`src/sv/fhc_fifo.sv`:
```
module fhc_fifo #(
    parameter int WIDTH = 8,
    parameter int DEPTH = 2
) (
    input  logic             clk,
    input  logic             rst_n,
    input  logic             push,
    input  logic [WIDTH-1:0] wdata,
    output logic             full,
    input  logic             pop,
    output logic [WIDTH-1:0] rdata,
    output logic             empty
);

    localparam int PW = (DEPTH > 1) ? $clog2(DEPTH) : 1;
    localparam int CW = $clog2(DEPTH + 1);

    logic [WIDTH-1:0] store [DEPTH];
    logic [PW-1:0]    wr_ptr_reg, rd_ptr_reg;
    logic [CW-1:0]    count_reg;

    assign full  = (count_reg == CW'(DEPTH));
    assign empty = (count_reg == '0);
    assign rdata = store[rd_ptr_reg];

    function automatic logic [PW-1:0] incr(input logic [PW-1:0] p);
        return (p == PW'(DEPTH - 1)) ? '0 : p + 1'b1;
    endfunction

    always_ff @(posedge clk)
    begin
        if (push && !full)
        begin
            store[wr_ptr_reg] <= wdata;
        end
    end

    always_ff @(posedge clk or negedge rst_n)
    begin
        if (!rst_n)
        begin
            wr_ptr_reg <= '0;
            rd_ptr_reg <= '0;
            count_reg  <= '0;
        end
        else
        begin
            if (push && !full)
            begin
                wr_ptr_reg <= incr(wr_ptr_reg);
            end
            if (pop && !empty)
            begin
                rd_ptr_reg <= incr(rd_ptr_reg);
            end
            if ((push && !full) && !(pop && !empty))
            begin
                count_reg <= count_reg + 1'b1;
            end
            else if (!(push && !full) && (pop && !empty))
            begin
                count_reg <= count_reg - 1'b1;
            end
        end
    end

endmodule

```
`config.mk`:
```
export PLATFORM = sky130hd
export DESIGN_NAME = fhc_fifo
export DESIGN_NICKNAME = d
export VERILOG_FILES = /design/src/sv/fhc_fifo.sv
export SDC_FILE = /design/constraint.sdc
export NUM_CORES = 1
export LEC_CHECK = 0
export BUFFER_PORTS_ARGS = -buffer_cell sky130_fd_sc_hd__buf_2
export CORE_MARGIN = 3
export CORE_UTILIZATION = 48
export DETAILED_ROUTE_END_ITERATION = 12
export PLACE_DENSITY = 0.82
export SLEW_MARGIN = 30
export SYNTH_ARGS = -nofsm -noshare
export SYNTH_HDL_FRONTEND = slang
export SYNTH_SLANG_ARGS = --single-unit
```
`constraint.sdc`:
```
create_clock -name clk -period 1.7 [get_ports clk]
set_clock_uncertainty 0.1 [all_clocks]
set_input_delay 0.34 -clock clk [delete_from_list [all_inputs] [get_ports clk]]
set_output_delay 0.34 -clock clk [all_outputs]
set_load 0.02 [all_outputs]
```
Word level (Yosys, flattened, before mapping)
Memories as Yosys holds them, arrays and structs flattened. Index checks and enable logic that the tools add are counted.

Register bits: 4. RAM bits: 16. Input port bits: 12. Memories: 1.

Memory list: store (depth 2, bits a word 8, rd ports 1, clocked after memory_dff 0, wr ports 1, line 18) `logic [WIDTH-1:0] store [DEPTH];`.

Add/subtract/negate cells: 4. Eq/ne operators: 1. Multiplexer cells: 6. Reductions and logical operators: 10.

Operators by type and width (number): $logic_and A1 B1 Y1 (4); $logic_not A1 Y1 (4); $mux W1 (4); $mux W2 (2); $add A1 B1 Y1 const B (2); $add A2 B1 Y2 const B (1); $eq A2 B2 Y1 const B (1); $logic_not A2 Y1 (1); $reduce_bool A2 Y1 (1); $sub A2 B1 Y2 const B (1).

Longest topological paths before layout
Gate-level depths: netlist (run 1).

Word-level depth: 7. Mapped depth: 7. Depth with buffers taken out: 7.

Least setup slack after synthesis (run 1)
No wires, ideal clock.

Kind: register -> register. From: register count_reg[0]. To: memory store[0][0], enable pin. Library setup time: 0.370 ns. Data arrival time: 1.022 ns. Setup slack: 0.208 ns. Stages on the path, launching flop included: 4. Path buffers: 0. Period minus slack after synthesis: 1.492 ns. Cell sequence: dfrtp_1 > nand2b_1 > nand2_2 > nor2_1.

Word-level cells in the longest chain between the ends: 5.

RTL lines: start, declared (line 20) `logic [CW-1:0] count_reg;`; start signal, assigned (line 58) `count_reg <= count_reg + 1'b1;`; start signal, assigned (line 62) `count_reg <= count_reg - 1'b1;`; $eq A2 B2 Y1 (line 22) `assign full = (count_reg == CW'(DEPTH));`; $logic_not A1 Y1 (line 32) `if (push && !full)`; $logic_and A1 B1 Y1 (line 32); $mux W1 (line 32); $mux W1 (not written as such) (line 34) `store[wr_ptr_reg] <= wdata;`; end, declared (line 18).

No other way between the ends.

Final worst setup path (run 1)
From: register rd_ptr_reg. To: output rdata[2].

Word-level cells in the longest chain between the ends: 1.

RTL lines: start, declared (line 19) `logic [PW-1:0] wr_ptr_reg, rd_ptr_reg;`; start signal, assigned (line 54) `rd_ptr_reg <= incr(rd_ptr_reg);`; $mem_v2 Z2 W8; end, declared (line 11) `output logic [WIDTH-1:0] rdata,`.

No other way between the ends.

==> impl_metrics.toml, run 1 <==
[yosys]
synth_edf_count = 16
synth_fa_ha_area_share_pct = 1.60
synth_top_family_by_area = "multiplexers"
synth_top_flop_cell = "edfxtp_1"
synthMuxAreaShare_pct = 11.5
ys_warn_count = 0
synth_cell_types = 15
synth_top_area_share_pct = 61.4
synth_compound_area_share_pct = 0.640
yosysMostFrequentCell = "edfxtp_1"
synth-xor-area-share_pct = 6.56
synth_area_um2 = 782
synth_seq_area_share_pct = 74.2
async_reset_ff_share_pct = 20.0
synth_area_per_cell_um2 = 17.8
synth_top_area_cell = "edfxtp_1"
ys_seq_elements = 20
synth_common_cells = "16 x edfxtp_1, 6 x mux2_1, 4 x dfrtp_1, 3 x nor2_1"
synth_simple_gate_area_share_pct = 3.84
synth.area.top_cells = "edfxtp_1 61%, dfrtp_1 13%, mux2_1 8.6%"
netlist_instances = 44
syn-num-nets = 57

[clock_tree]
h-tree-depth = 1
clk_latency_ns = 0.28
cts_tree = "built"
numClockSinks = 20
cts_root_buf = "clkbuf_4"
cts.path.max_buffers = 2
cts.clk_slew.worst_paths_ns = 0.11
numCtsBuffers = 3

[grt]
grt_usage_pct = 11.9
grt_overflow = 0
grt_antenna_before_repair = 0
grt_pass1_vias = 408
grt_max_degree = 12
grt_first_pass_wirelength_um = 1710

[timing]
worst_slack_ns = -0.0277
finalHoldWorstSlack_ns = 0.130
slew_headroom_pct = 76.4
hold_viol_final = 0
final.period_utilization_pct = 102
fmax_ghz = 0.579
worst_pin_slew_ns = 0.355
rsz0062_at_grt = "yes"
maxSlewViolCount = 0
final-setup-viol-count = 8
period_needed_ns = 1.73

[power]
switchingPower_mw = 0.621
powerDensity_mw_per_mm2 = 1790
ir_worst_vdd_uv = 1370
power_leakage_nw = 0.456
pwr-share-seq_pct = 41.0
power_frac_comb_pct = 47.5
p_clk_share_pct = 11.6
p_int_mw = 1.26
p_sw_share_pct = 33.1

[outcome]
outcome = "complete, but fails checks"
violations = "negative setup slack"

[floorplanning]
rows = 13
core_mm2 = 0.00142
start_util_pct = 55.3
die_area_mm2 = 0.00215
die_h_um = 46.4
die_w_um = 46.4
ioPinCount = 22

[setup_path]
arrival_ns = 1.29
startpoint_type = "flip-flop"
crit_chain = "buf_6 -> mux2_2 -> buf_6"
crit_fanout = 5
endpoint_kind = "output pin"
cp_slowest_stage_delay_ns = 0.39
cp_slowest_cell = "dfrtp_2"
required_ns = 1.26
critical_path_class = "flip-flop to output pin"
critPathMostFrequentCell = "buf_6"

[finish]
fin_cells = 88
syn2layout_area_growth_pct = 34.2
largest_reg_flops = 16
fill_cells = 97
antenna_cells = 0
layout-drive-gt1-share_pct = 54.8
nets = 87

[route]
drc = 0
drt-total-wl_um = 1200
wire_per_inst_um = 13.6
postRouteAntennaNets = 0
firstDrtPassIters = 3
vias_per_cell = 4.85
drt_iter0_drc = 5
num_vias = 427

[placement]
place_inst = 80
finalWeightedCongestion = 0.650
port_buffers = 21

[min_path]
hold_class = "input pin to flip-flop"

[flow_run]
drv_cap = 0
## cell families (layout without fill, tap and decap cells)
family / count (synthesis) / after routing
flip-flops: 20 / 20
multiplexers: 8 / 8
AND/OR/NAND/NOR: 6 / 6
XOR/XNOR: 5 / 5
buffers and inverters: 3 / 32
adder cells (fa/ha/maj): 1 / 1
AO/OA/AOI/OAI: 1 / 1
## cell type report
cell class	instances	area (um^2)	area share, %
flip-flops and latches	20	583	55.5
multi-input cells	21	211	20.1
repair buffers	26	203	19.3
clock buffers	3	22.5	2.15
well taps	15	18.8	1.79
inverters	2	7.51	0.715
clock inverters	1	3.75	0.358
## stage by stage
| step | utilization, % | setup slack [ns] | total power [mW] | setup TNS (ns) | instance area [um^2] |
|---|---|---|---|---|---|
| floorplan | - | 0.208 | 1.22 | 0 | 782 |
| global placement | 64.2 | 0.158 | 1.38 | 0 | 908 |
| detailed placement | 64.2 | 0.132 | 1.40 | 0 | 908 |
| CTS | 74.1 | -0.0298 | 1.89 | -0.170 | 1050 |
| global route | 74.2 | -0.0656 | 1.98 | -0.452 | 1050 |
| finish | 74.2 | -0.0277 | 1.88 | -0.134 | 1050 |
## routing by layer
layer | up-vias | track usage [%] | wire (um)
met2 | 14 | 21.4 | 619
met1 | 198 | 12.8 | 513
met4 | 0 | 5.11 | 0
li1 | 215 | - | -
met5 | - | 0 | 0
met3 | 0 | 3.52 | 68
## timing repair
action / 4_1_cts / 5_1_grt
hold endpoints to repair: 4 / 0
gates resized for setup: 27 / 1
hold buffers: 1 / 0
setup buffers: 3 / 0
endpoints found under the setup margin: 8 / 9
pin swaps: 0 / 0
## path summary, 6_finish.rpt
kind / startpoint / end / slack (ns) / depth (start not counted)
worst max-delay path: rd_ptr_reg / rdata[2] / -0.03 / 3
worst min-delay path: wdata[7] / store[0][7] / 0.13 / 1
worst max register to register: count_reg[0] / count_reg[1] / 0.14 / 6
worst min register to register: count_reg[0] / count_reg[0] / 0.42 / 1
max in group asynchronous: rst_n / count_reg[0] / 1.10 / 2
min in group asynchronous: rst_n / rd_ptr_reg / 0.27 / 2
## power by group through the flow
| stage | sequential [mW] | combinational [mW] | clock [mW] |
|---|---|---|---|
| after floorplan | 0.746 | 0.472 | 0 |
| after global placement | 0.800 | 0.583 | 0 |
| after detailed placement | 0.805 | 0.598 | 0 |
| after CTS | 0.765 | 0.899 | 0.222 |
| after global routing | 0.784 | 0.951 | 0.242 |
| final | 0.769 | 0.891 | 0.217 |
## critical path, delay by kind of cell (launching register included)
family	cells	cell delay [ns]
DFF	1	0.39
muxes	1	0.35
buffers and inverters	2	0.26
## layout by cell type, fill, tap and decap left out
cell type and n:
and3_1 1, buf_2 13, buf_4 2, buf_6 10
clkbuf_4 3, clkinv_1 1, dfrtp_1 2, dfrtp_2 2
dlygate4sd3_1 1, edfxtp_1 16, ha_1 1, inv_1 2
mux2_2 2, mux2_4 6, nand2_2 1, nand2b_1 1
nor2_1 3, o21ai_1 1, xnor2_1 2, xnor2_2 1
xor2_1 2
No activity file was read; power rests on OpenSTA's default activity.
==> inputs of run 2 (changes only) <==
--- a/config.mk
+++ b/config.mk
@@ -9,7 +9,7 @@
 export CORE_MARGIN = 3
 export CORE_UTILIZATION = 48
 export DETAILED_ROUTE_END_ITERATION = 12
-export PLACE_DENSITY = 0.82
+export PLACE_DENSITY = 0.74
 export SLEW_MARGIN = 30
 export SYNTH_ARGS = -nofsm -noshare
 export SYNTH_HDL_FRONTEND = slang
==> constraint.sdc (replaced) <==
create_clock -name clk -period 1.7 [get_ports clk]
set_clock_uncertainty 0.1 [all_clocks]
set_input_delay 0 -clock clk [delete_from_list [all_inputs] [get_ports clk]]
set_output_delay 0 -clock clk [all_outputs]
set_load 0.02 [all_outputs]
==> run 2 against run 1 <==
  * The flow now finishes without violations
  * Die area unchanged
  * Clock-buffer cell count unchanged
  * Cell count up 10%
  * Power down 12%
  * Critical path depth up 3
  * Sequential power up 3.8%
  * Maximum frequency up 8.4%
  * Hold slack better by 0.20 ns
  * Core utilization up 0.97 points
  * Register-to-register slack worse by 0.03 ns
  * Critical endpoint is now count_reg[1]
==> impl_metrics.toml, run 2 (same netlist as run 1, synthesis figures left out) <==
[setup_path]
crit_chain = "nand2b_1 -> nand2_2 -> inv_1 -> ha_1 -> nor2_1 -> xor2_1"
endpoint_kind = "flip-flop"
r2r-start = "count_reg[0]"
cp_slowest_stage_delay_ns = 0.46
crit_start = "count_reg[0]"
critical_path_class = "flip-flop to flip-flop"
r2r_end = "count_reg[1]"
r2r_cells = 6
path_delay_family = "flip-flops"
rrSetupSlack_ns = 0.11
startpoint_type = "flip-flop"
cp.depth = 6
arrival_ns = 1.71
crit_fanout = 5
cp_slowest_cell = "dfrtp_2"
endpoint = "count_reg[1]"
worst-path-buf-inv = 1
required_ns = 1.82

[clock_tree]
cts_setup_buffers = 0
cts_tree = "built"
h-tree-depth = 1
numClockSinks = 20
cts.clk_slew.worst_paths_ns = 0.10
clk_latency_ns = 0.29
numCtsBuffers = 3
cts.path.max_buffers = 2
cts_root_buf = "clkbuf_4"

[timing]
hold_viol_final = 0
slew_headroom_pct = 74.1
rsz0062_at_grt = "no"
maxSlewViolCount = 0
setup_tns_ns = 0
final-setup-viol-count = 0
period_needed_ns = 1.59
final.period_utilization_pct = 93.8
worst_pin_slew_ns = 0.389
fmax_ghz = 0.627

[finish]
final_common_cell = "buf_2"
finalInstanceArea_mm2 = 0.00106
syn2layout_area_growth_pct = 36.0
antenna_cells = 0
layout-drive-gt1-share_pct = 37.8
largest_reg_flops = 16
final_util_pct = 75.2
mostFrequentLayoutCells = "21 x buf_2, 16 x edfxtp_1, 12 x dlygate4sd3_1"
nets = 96
fill_cells = 95

[placement]
dp_hpwl_um = 797
place_area_um2 = 916
finalWeightedCongestion = 0.658
port_buffers = 21

[route]
num_vias = 484
drc = 0
wire_per_inst_um = 13.7
drt-total-wl_um = 1330
drt_iter0_drc = 5
postRouteAntennaNets = 0
firstDrtPassIters = 4
vias_per_cell = 4.99

[grt]
grt_antenna_before_repair = 0
grt_first_pass_wirelength_um = 2030
grt_overflow = 0
grt_usage_pct = 14.7
grt_pass1_vias = 482
grt_max_degree = 12

[power]
powerDensity_mw_per_mm2 = 1550
p_total_mw = 1.64
ir_worst_vdd_uv = 1020
power_leakage_nw = 0.449

[floorplanning]
die_area_mm2 = 0.00215
rows = 13
start_util_pct = 55.3
core_mm2 = 0.00142
ioPinCount = 22
die_w_um = 46.4
die_h_um = 46.4

[min_path]
hold_class = "input pin to flip-flop"

[flow_run]
drv_cap = 0

[outcome]
outcome = "completed"
-- run 2: cell types whose count changed in the layout (fill, tap and decap cells not counted) --
cell,change
buf_2,+8
buf_6,-10
dfrtp_1,+1
dfrtp_2,-1
dlygate4sd3_1,+11
mux2_1,+6
mux2_4,-6
-- run 2: metrics by stage --
step	worst slack [ns]	std cells	hold WS, ns
5_1_grt	0.0201	97	0.322
3_3_place_gp	0.175	81	-0.290
6_report	0.106	97	0.331
3_5_place_dp	0.149	81	-0.289
4_1_cts	0.116	97	0.317
2_1_floorplan	0.208	44	-0.396
-- run 2: layout make-up --
cell class | count | area (um^2) | area share [%]
Tap cell | 15 | 18.8 | 1.76
Timing Repair Buffer | 35 | 240 | 22.6
Clock buffer | 3 | 22.5 | 2.12
Multi-Input combinational cell | 21 | 189 | 17.8
Sequential cell | 20 | 582 | 54.7
Clock inverter | 1 | 3.75 | 0.353
Inverter | 2 | 7.51 | 0.706
-- run 2: power breakdown --
| part | internal (mW) | total [mW] | switching (mW) |
|---|---|---|---|
| Clock | 0.0853 | 0.217 | 0.132 |
| Sequential | 0.687 | 0.798 | 0.111 |
| Combinational | 0.290 | 0.630 | 0.340 |
-- run 2: per-layer routing --
metal	vias up	share of wire [%]	GRT usage, %
li1	236	-	-
met1	231	41	15.7
met2	17	53	26.6
met3	0	5.3	3.52
met4	0	0	6.82
met5	-	0	0
-- run 2: how the worst min path moves through the flow --
stage / from / depth (start not counted) / to
4_1_cts: wdata[6] / 2 / store[1][6]
3_3_place_gp: rst_n / 1 / rd_ptr_reg
2_1_floorplan: rst_n / 0 / count_reg[0]
5_1_grt: wdata[4] / 2 / store[0][4]
3_5_place_dp: rst_n / 1 / rd_ptr_reg
6_report: wdata[1] / 2 / store[0][1]
-- run 2: timing repair --
item / 4_1_cts / 5_1_grt
endpoints found under the setup margin: 0 / 1
resized for setup: 0 / 1
hold buffers: 12 / 0
hold endpoints to repair: 22 / 0
