**src/sv/fhc_pkg.sv**
```systemverilog
package fhc_pkg;

    localparam int NBUCKETS_DEF = 1024;
    localparam int WAYS_DEF     = 4;

    localparam int KEY_W       = 32;
    localparam int CMD_W       = 3;
    localparam int NB_W        = 11;
    localparam int BKT_W       = 10;
    localparam int SLOT_W      = 8;
    localparam int DSLOT_W     = 9;
    localparam int STAT_W      = 3;
    localparam int SHIFT_W     = 5;
    localparam int MODE_W      = 2;
    localparam int REG_IDX_W   = 3;
    localparam int CFG_W       = 32;
    localparam int QUEUE_DEPTH = 2;
    localparam int DIGIT_W     = 4;

    localparam logic [CMD_W-1:0] CMD_CLASSIFY = 3'd0;
    localparam logic [CMD_W-1:0] CMD_INSERT   = 3'd1;
    localparam logic [CMD_W-1:0] CMD_LOOKUP   = 3'd2;
    localparam logic [CMD_W-1:0] CMD_DELETE   = 3'd3;
    localparam logic [CMD_W-1:0] CMD_CLEAR    = 3'd4;

    localparam logic [STAT_W-1:0] ST_HIT     = 3'd0;
    localparam logic [STAT_W-1:0] ST_DEFAULT = 3'd1;
    localparam logic [STAT_W-1:0] ST_UNKNOWN = 3'd2;
    localparam logic [STAT_W-1:0] ST_MISS    = 3'd3;
    localparam logic [STAT_W-1:0] ST_FULL    = 3'd4;
    localparam logic [STAT_W-1:0] ST_BAD     = 3'd5;

    localparam logic [REG_IDX_W-1:0] REG_KEY_MODE     = 3'd0;
    localparam logic [REG_IDX_W-1:0] REG_NUM_BUCKETS  = 3'd1;
    localparam logic [REG_IDX_W-1:0] REG_DEFAULT_SLOT = 3'd2;
    localparam logic [REG_IDX_W-1:0] REG_ADDR_SHIFT   = 3'd3;
    localparam logic [REG_IDX_W-1:0] REG_ADDR_MASK    = 3'd4;

    localparam logic [MODE_W-1:0] KM_FULL = 2'd0;
    localparam logic [MODE_W-1:0] KM_PAIR = 2'd1;
    localparam logic [MODE_W-1:0] KM_FLOW = 2'd2;
    localparam logic [MODE_W-1:0] KM_DST  = 2'd3;

    typedef struct packed {
        logic [MODE_W-1:0]  key_mode;
        logic [NB_W-1:0]    num_buckets;
        logic [DSLOT_W-1:0] default_slot;
        logic [SHIFT_W-1:0] addr_shift;
        logic [KEY_W-1:0]   addr_mask;
    } cfg_t;

    typedef struct packed {
        logic              valid;
        logic [KEY_W-1:0]  src;
        logic [KEY_W-1:0]  dst;
        logic [KEY_W-1:0]  flow;
        logic [SLOT_W-1:0] slot;
    } entry_t;

    typedef struct packed {
        logic [CMD_W-1:0]  cmd;
        logic [KEY_W-1:0]  src;
        logic [KEY_W-1:0]  dst;
        logic [KEY_W-1:0]  flow;
        logic [NB_W-1:0]   bucket;
        logic              bad;
        logic [SLOT_W-1:0] slot_value;
    } job_t;

    typedef enum logic [1:0] {
        F_IDLE,
        F_HASH,
        F_PUSH
    } front_state_t;

    typedef enum logic [1:0] {
        B_CLEAR,
        B_IDLE,
        B_EXEC
    } back_state_t;

    function automatic logic [KEY_W-1:0] fold(input logic [KEY_W-1:0] v);
        logic [KEY_W-1:0] t;
        t = v ^ (v >> 16);
        t = t ^ (t >> 8);
        return t;
    endfunction

endpackage

```
**src/sv/fhc_front.sv**
```systemverilog
module fhc_front import fhc_pkg::*; #(
    parameter int NBUCKETS = NBUCKETS_DEF
) (
    input  logic              clk,
    input  logic              rst_n,
    input  cfg_t              cfg,
    input  logic              in_valid,
    output logic              in_stall,
    input  logic [CMD_W-1:0]  command,
    input  logic [KEY_W-1:0]  src_addr,
    input  logic [KEY_W-1:0]  dst_addr,
    input  logic [KEY_W-1:0]  flow_id,
    input  logic              bucket_auto,
    input  logic [BKT_W-1:0]  bucket_index,
    input  logic [SLOT_W-1:0] slot_value,
    input  logic              clearing,
    input  logic              q_full,
    output logic              q_push,
    output job_t              q_job
);

    localparam int STEPS = KEY_W / DIGIT_W;
    localparam int CNT_W = (STEPS > 1) ? $clog2(STEPS) : 1;

    front_state_t      state_reg, state_next;
    logic [CNT_W-1:0]  cnt_reg;
    logic [NB_W-1:0]   rem_reg, rem_next;
    logic [CMD_W-1:0]  cmd_reg;
    logic [KEY_W-1:0]  s_reg, d_reg, f_reg;
    logic              auto_reg;
    logic [BKT_W-1:0]  bidx_reg;
    logic [SLOT_W-1:0] sv_reg;

    logic              accept, last;
    logic [NB_W-1:0]   nb_eff;
    logic [KEY_W-1:0]  hv, hv_sh;
    logic [NB_W-1:0]   bucket_sel;

    always_comb
    begin
        nb_eff = (cfg.num_buckets == '0) ? NB_W'(1) : cfg.num_buckets;
        if (32'(nb_eff) > NBUCKETS)
        begin
            nb_eff = NB_W'(NBUCKETS);
        end
    end

    always_comb
    begin
        case (cfg.key_mode)
            KM_FULL: hv = fold(s_reg ^ d_reg ^ f_reg);
            KM_PAIR: hv = fold(s_reg ^ d_reg);
            KM_FLOW: hv = f_reg;
            default: hv = d_reg;
        endcase
    end

    // one remainder digit per cycle, msb first
    always_comb
    begin
        logic [NB_W:0] t;
        hv_sh    = hv << {cnt_reg, 2'b00};
        rem_next = rem_reg;
        for (int i = 0; i < DIGIT_W; i++)
        begin
            t = {rem_next, hv_sh[KEY_W-1-i]};
            if (t >= {1'b0, nb_eff})
            begin
                t = t - {1'b0, nb_eff};
            end
            rem_next = t[NB_W-1:0];
        end
    end

    assign last = (cnt_reg == CNT_W'(STEPS - 1));

    always_comb
    begin
        state_next = state_reg;
        case (state_reg)
            F_IDLE:
            begin
                if (accept)
                begin
                    state_next = F_HASH;
                end
            end
            F_HASH:
            begin
                if (last)
                begin
                    state_next = F_PUSH;
                end
            end
            F_PUSH:
            begin
                if (!q_full)
                begin
                    state_next = F_IDLE;
                end
            end
            default: state_next = F_IDLE;
        endcase
    end

    always_comb
    begin
        in_stall = (state_reg != F_IDLE) || clearing;
        accept   = in_valid && !in_stall;
        q_push   = (state_reg == F_PUSH) && !q_full;
    end

    always_comb
    begin
        case (cmd_reg)
            CMD_CLASSIFY, CMD_DELETE: bucket_sel = rem_reg;
            CMD_INSERT, CMD_LOOKUP:   bucket_sel = auto_reg ? rem_reg : NB_W'(bidx_reg);
            default:                  bucket_sel = '0;
        endcase
        q_job.cmd        = cmd_reg;
        q_job.src        = s_reg;
        q_job.dst        = d_reg;
        q_job.flow       = f_reg;
        q_job.bucket     = bucket_sel;
        q_job.bad        = (cmd_reg inside {CMD_INSERT, CMD_LOOKUP}) && (bucket_sel >= nb_eff);
        q_job.slot_value = sv_reg;
    end

    always_ff @(posedge clk)
    begin
        if (accept)
        begin
            cmd_reg  <= command;
            s_reg    <= (src_addr >> cfg.addr_shift) & cfg.addr_mask;
            d_reg    <= (dst_addr >> cfg.addr_shift) & cfg.addr_mask;
            f_reg    <= flow_id;
            auto_reg <= bucket_auto;
            bidx_reg <= bucket_index;
            sv_reg   <= slot_value;
            rem_reg  <= '0;
        end
        else if (state_reg == F_HASH)
        begin
            rem_reg <= rem_next;
        end
    end

    always_ff @(posedge clk or negedge rst_n)
    begin
        if (!rst_n)
        begin
            state_reg <= F_IDLE;
            cnt_reg   <= '0;
        end
        else
        begin
            state_reg <= state_next;
            if (accept)
            begin
                cnt_reg <= '0;
            end
            else if (state_reg == F_HASH)
            begin
                cnt_reg <= cnt_reg + 1'b1;
            end
        end
    end

endmodule

```
**config.mk**
```make
export PLATFORM = sky130hd
export DESIGN_NAME = fhc_front
export DESIGN_NICKNAME = d
export VERILOG_FILES = /design/src/sv/fhc_pkg.sv /design/src/sv/fhc_front.sv
export SDC_FILE = /design/constraint.sdc
export NUM_CORES = 1
export LEC_CHECK = 0
export BUFFER_PORTS_ARGS = -buffer_cell sky130_fd_sc_hd__buf_2
export CAP_MARGIN = 20
export CORE_MARGIN = 3
export CORE_UTILIZATION = 25
export DETAILED_ROUTE_END_ITERATION = 8
export PLACE_DENSITY = 0.49
export SYNTH_ARGS = -nofsm -noshare
export SYNTH_HDL_FRONTEND = slang
export SYNTH_SLANG_ARGS = --single-unit
```
**constraint.sdc**
```tcl
create_clock -name clk -period 10.9 [get_ports clk]
set_input_delay 1.635 -clock clk [delete_from_list [all_inputs] [get_ports clk]]
set_output_delay 1.635 -clock clk [all_outputs]
set_load 0.02 [all_outputs]
```
# Word-level counts from Yosys, hierarchy flattened
# Cells that the tools add are included.
totals:
  ff_bits: 134
  inputBits: 182
  out_inout_bits: 121
  word_cells: 74
classes:
  n_addsub: 5
  magnitude_cmp: 6
  eq_ne: 11
  n_shift: 3
  mux: 15
  bitwise_logic: 8
  reduce_logical: 16
op_table:
  columns: ["operator", "n"]
  rows:
  - ["$pmux W32 S3", 1]
  - ["$mux W11", 7]
  - ["$and A32 B32 Y32", 2]
  - ["$shr A32 B5 Y32", 2]
  - ["$xor A32 B16 Y32", 2]
  - ["$xor A32 B24 Y32", 2]
  - ["$xor A32 B32 Y32", 2]
  - ["$ge A12 B11 Y1", 4]
  - ["$sub A11 B11 Y11", 4]
  - ["$shl A32 B5 Y32", 1]
  - ["$pmux W11 S2", 1]
  - ["$ge A11 B11 Y1", 1]
  - ["$gt A11 B11 Y1 const B", 1]
  - ["$logic_not A11 Y1", 1]
  - ["$eq A3 B2 Y1 const B", 2]
  - ["$mux W2", 3]
  - ["$mux W3", 2]
  - ["$ne A2 B2 Y1 const B", 3]
  - ["$pmux W2 S3", 1]
  - ["$reduce_bool A2 Y1", 3]
  - ["$eq A2 B1 Y1 const B", 2]
  - ["$eq A2 B2 Y1 const B", 2]
  - ["$logic_not A2 Y1", 2]
  - ["$reduce_or A2 Y1", 2]
  - ["other kinds (8)", 11]

# Longest topological paths before layout
logic_depth:
  depth_word: 14
  ltp_mapped: 53
  ltp_nobuf: 50

# Worst setup path before layout
# No wires, ideal clock.
synth_path:
  path_type: "input -> register"
  start: "input cfg[58] in the netlist's numbering"
  end: "register rem_reg[3]"
  setup_ns: 0.123
  arrival_ns: 10.841
  required_ns: 10.777
  setup_slack_ns: -0.064
  stages: 49
  n_path_buf: 6
  path_cell_list: "clkbuf_1 -> buf_1 -> clkbuf_1 -> a21oi_1 -> o21ai_1 -> nand2_1 -> a21oi_1 -> ha_1 -> inv_1 -> fa_1 -> a21o_1 -> a21o_1 -> a21oi_1 -> o21bai_2 -> clkbuf_1 -> nand2_1 -> o31ai_1 -> a31oi_1 -> (+13 left out) -> a21oi_1 -> o21ai_0 -> o21ai_0 -> a21oi_1 -> or2_1 -> buf_6 -> mux2_2 -> ha_1 -> a21oi_1 -> nor2b_1 -> o31a_1 -> o211ai_1 -> a31oi_1 -> nor2_1 -> nor4b_4 -> nor3_1 -> nor3b_1 -> a221o_1"
synth_between:
  elab_chain_len: 11
synth_lines:
  columns: ["item", "line_no", "source"]
  rows:
  - ["start, declared", "fhc_front.sv:6", "input cfg_t cfg,"]
  - ["$eq A2 B2 Y1, or another cell as far along", "fhc_front.sv:50", "case (cfg.key_mode)"]
  - ["$pmux W32 S3 (*)", "fhc_front.sv:50", null]
  - ["$shl A32 B5 Y32 (*)", "fhc_front.sv:62", "hv_sh = hv << {cnt_reg, 2'b00};"]
  - ["$sub A11 B11 Y11 / $ge A12 B11 Y1 (equally long branches)", "fhc_front.sv:69, fhc_front.sv:67", null]
  - ["$mux W11", "fhc_front.sv:67", "if (t >= {1'b0, nb_eff})"]
  - ["$sub A11 B11 Y11 / $ge A12 B11 Y1 (equally long branches)", "fhc_front.sv:69, fhc_front.sv:67", null]
  - ["$mux W11", "fhc_front.sv:67", null]
  - ["$sub A11 B11 Y11 / $ge A12 B11 Y1 (equally long branches)", "fhc_front.sv:69, fhc_front.sv:67", null]
  - ["$mux W11", "fhc_front.sv:67", null]
  - ["$sub A11 B11 Y11 / $ge A12 B11 Y1 (equally long branches)", "fhc_front.sv:69, fhc_front.sv:67", null]
  - ["$mux W11 (*)", "fhc_front.sv:67", null]
  - ["end signal, assigned", "fhc_front.sv:144", "rem_reg <= rem_next;"]
  - ["end, declared", "fhc_front.sv:27", "logic [NB_W-1:0] rem_reg, rem_next;"]
# Every way passes the cells marked *; elsewhere a longest branch is shown, timed or not.
# A chain may end at the register's enable or synchronous reset.

# Final worst setup path
layout_path:
  start: "input cfg[57] in the netlist's numbering"
  end: "register rem_reg[4]"
# The elaborated chain is that of the path after synthesis.

==> qor.log <==
[routing] residual antenna-violating net count after detailed routing 0
[critical_path] critical path fanouts, max 10
[synthesis] synthesized net count 1613
[floorplan] die area 53800 sq um
[critical_path] Worst path max stage delay 420 ps
[placement] I/O Buffers 293
[cells_and_area] count of filler cells inserted in the layout 5322
[sta] unrepaired setup endpoints after global routing false
[routing] DRC violations left 0
[global_route] total routing usage reported by global routing 0.178
[global_route] initial antenna violation count 12
[floorplan] Core Area 50300 sq um
[cells_and_area] most common cell after layout, fill and taps aside sky130_fd_sc_hd__buf_2
[placement] gpl congestion 0.911
[critical_path] WS Path Type primary input to register
[cells_and_area] commonest cells after routing, fill and taps aside 291 x sky130_fd_sc_hd__buf_2, 154 x sky130_fd_sc_hd__nor2_1, 118 x sky130_fd_sc_hd__edfxtp_1
[cells_and_area] sequential standard cell area 3890 sq um
[sta] Final Setup Violations 0
[critical_path] worst-path cell with the longest stage delay sky130_fd_sc_hd__fa_1
[cells_and_area] layout-stage area growth over the synthesis result 27.8%
[routing] initial drt markers 964
[synthesis] post-synthesis instance total 1370
[flow_run] # Max-Cap Violations 0
[routing] router iterations before antenna repair 7
[floorplan] # rows 82
[placement] DPL Wire Length 40.3 mm
[critical_path] required time worst endpoint 11210 ps
[sta] final count of pins violating max slew 0
[hold_path] classification of the worst-slack hold path register to register
[synthesis] count of flip-flops with a built-in enable after synthesis 118
[floorplan] initial cell density of the core 0.254
[synthesis] register bit count reported by yosys 134
[global_route] grt total ovfl 0
[critical_path] crit-path most repeated cell sky130_fd_sc_hd__buf_4
[sta] final worst path period share 0.951
[cells_and_area] nets 1970
[synthesis] post-synth top area share 0.278
[synthesis] count of distinct cell types in the synthesized netlist 73
[clock_tree] depth of the CTS H-tree 4
[sta] maximum achievable frequency 96.5 MHz
[critical_path] worst path arrival time 10680 ps
[routing] WL per Instance 20.3 um
[global_route] maximum number of pins on one net before global-route repair 81
[global_route] first-pass GRT wire length 72.2 mm
[synthesis] Post-Syn Area per Cell 9.32 sq um
[critical_path] startpoint type of the worst setup path primary input
[synthesis] post-synthesis cell area 12800 sq um
[clock_tree] Max clock buf depth 2
[clock_tree] Clock transition at path regs 60 ps
[synthesis] share of flip-flops with an asynchronous set or reset 0.0373
[floorplan] count of pins on the block boundary 303
[sta] worst hold slack across all endpoints 557 ps
[clock_tree] Root Driver sky130_fd_sc_hd__clkbuf_16
[clock_tree] TritonCTS clock tree done
[floorplan] Die Y-Extent 232 um
[cells_and_area] share of layout cells above drive strength 1 0.319
[clock_tree] Sink Count 134
[clock_tree] count of hold buffers inserted by post-cts repair 0
[synthesis] Synthesis Warnings 0
[global_route] via count of the first global-routing pass 11800
[clock_tree] clock latency on the worst-skew pair 450 ps
[clock_tree] number of buffers inserted during clock tree synthesis 17
[sta] worst-case clock skew 22.0 ps
[sta] Sum Neg Setup Slack 0 ps
[sta] slew at the pin closest to its max-slew limit 959 ps
[sta] final hold violation count 0
[synthesis] cells taking the most area after synthesis sky130_fd_sc_hd__edfxtp_1 28%, sky130_fd_sc_hd__mux4_2 8.1%, sky130_fd_sc_hd__ha_1 5.6%, sky130_fd_sc_hd__xnor2_1 5.3%, sky130_fd_sc_hd__mux2i_1 4.9%
[synthesis] Yosys top cell by area sky130_fd_sc_hd__edfxtp_1
[cells_and_area] area occupied by multi-input gates 8530 sq um
[routing] total wirelength of the detailed-routed design 49.0 mm
[floorplan] die boundary width 232 um
[sta] max_slew headroom 0.358
[synthesis] register area share after synthesis 0.305
[status] status complete, no violations
[routing] mean number of vias per cell 5.03
[sta] clock period minus worst slack 10370 ps
[routing] detailed-route via count 12100
[synthesis] commonest register cell after synthesis sky130_fd_sc_hd__edfxtp_1
[critical_path] crit end category register
[cell usage after synthesis (35+ instances only)]
library cell	count
sky130_fd_sc_hd__xnor2_1	77
sky130_fd_sc_hd__nor2b_1	44
sky130_fd_sc_hd__mux2i_1	63
sky130_fd_sc_hd__edfxtp_1	118
sky130_fd_sc_hd__nor2_1	154
sky130_fd_sc_hd__clkbuf_1	50
sky130_fd_sc_hd__a21oi_1	108
sky130_fd_sc_hd__nand2_1	90
sky130_fd_sc_hd__mux2_2	42
sky130_fd_sc_hd__mux4_2	46
sky130_fd_sc_hd__xor2_1	35
sky130_fd_sc_hd__ha_1	57
sky130_fd_sc_hd__o21ai_0	87
[through the flow]
stage / worst slack, ps / area (sq um) / instances / utilization
CTS: 280 / 16200 / 2406 / 0.323
global route: 51.2 / 16300 / 2410 / 0.325
detailed placement: -143 / 15700 / 2376 / 0.312
global placement: -87.6 / 15700 / 2376 / 0.312
finish: 533 / 16300 / 2411 / 0.325
floorplan: 20.9 / 12800 / 1370 / -
[final timing paths]
| check | to | cells after the start | from | slack [ps] |
|---|---|---|---|---|
| worst max-delay path | rem_reg[4] | 48 | cfg[57] | 530 |
| worst min-delay path | rem_reg[9] | 2 | rem_reg[9] | 560 |
| worst max register to register | rem_reg[4] | 50 | d_reg[31] | 620 |
| worst min register to register | rem_reg[9] | 2 | rem_reg[9] | 560 |
| max in group asynchronous | cnt_reg[1] | 1 | rst_n | 9730 |
| min in group asynchronous | state_reg[0] | 1 | rst_n | 1000 |
[per-layer routing]
metal / wire length [um] / GRT usage / up-vias / share of wire
met3: 3100 / 0.0415 / 71 / 0.063
met1: 20500 / 0.217 / 5804 / 0.42
met5: 107 / 0 / - / 0.0022
met4: 1100 / 0.0581 / 18 / 0.022
li1: - / - / 5860 / -
met2: 24200 / 0.308 / 385 / 0.49
[final cells by class]
type / instances / area share
sequential: 134 / 0.238
multi-input combinational: 1130 / 0.523
antenna: 1 / 0.000153
inverter: 33 / 0.00774
timing repair buffer: 411 / 0.146
tap: 672 / 0.0515
clock inverter: 12 / 0.00690
clock buffer: 18 / 0.0263
[repair_timing]
| item | 4_1_cts | 5_1_grt |
|---|---|---|
| resized for setup | 0 | 21 |
| setup endpoints to repair | 0 | 11 |
| buffers inserted | 0 | 4 |
[logic make-up (layout without fill, tap and decap cells)]
kind of cell,Yosys count,in the layout,synth area share
AO/OA/AOI/OAI,381,381,0.190
buffers and inverters,106,474,0.0322
multiplexers,153,153,0.170
other,0,1,0
AND/OR/NAND/NOR,415,415,0.154
adder cells (fa/ha/maj),61,61,0.0621
flip-flops,134,134,0.305
XOR/XNOR,120,120,0.0875
[worst max-delay path: cells and delay by family]
| kind | cells | cell delay [ps] |
|---|---|---|
| mux | 5 | 1400 |
| simple gates | 9 | 1560 |
| xor+xnor | 1 | 110 |
| compound gates | 19 | 3340 |
| buf+inv | 9 | 1260 |
| fa+ha+maj | 5 | 1380 |
Power is left out: the tool's default activity adds up to more than one toggle a clock period on the data nets, which glitch-free logic cannot reach.
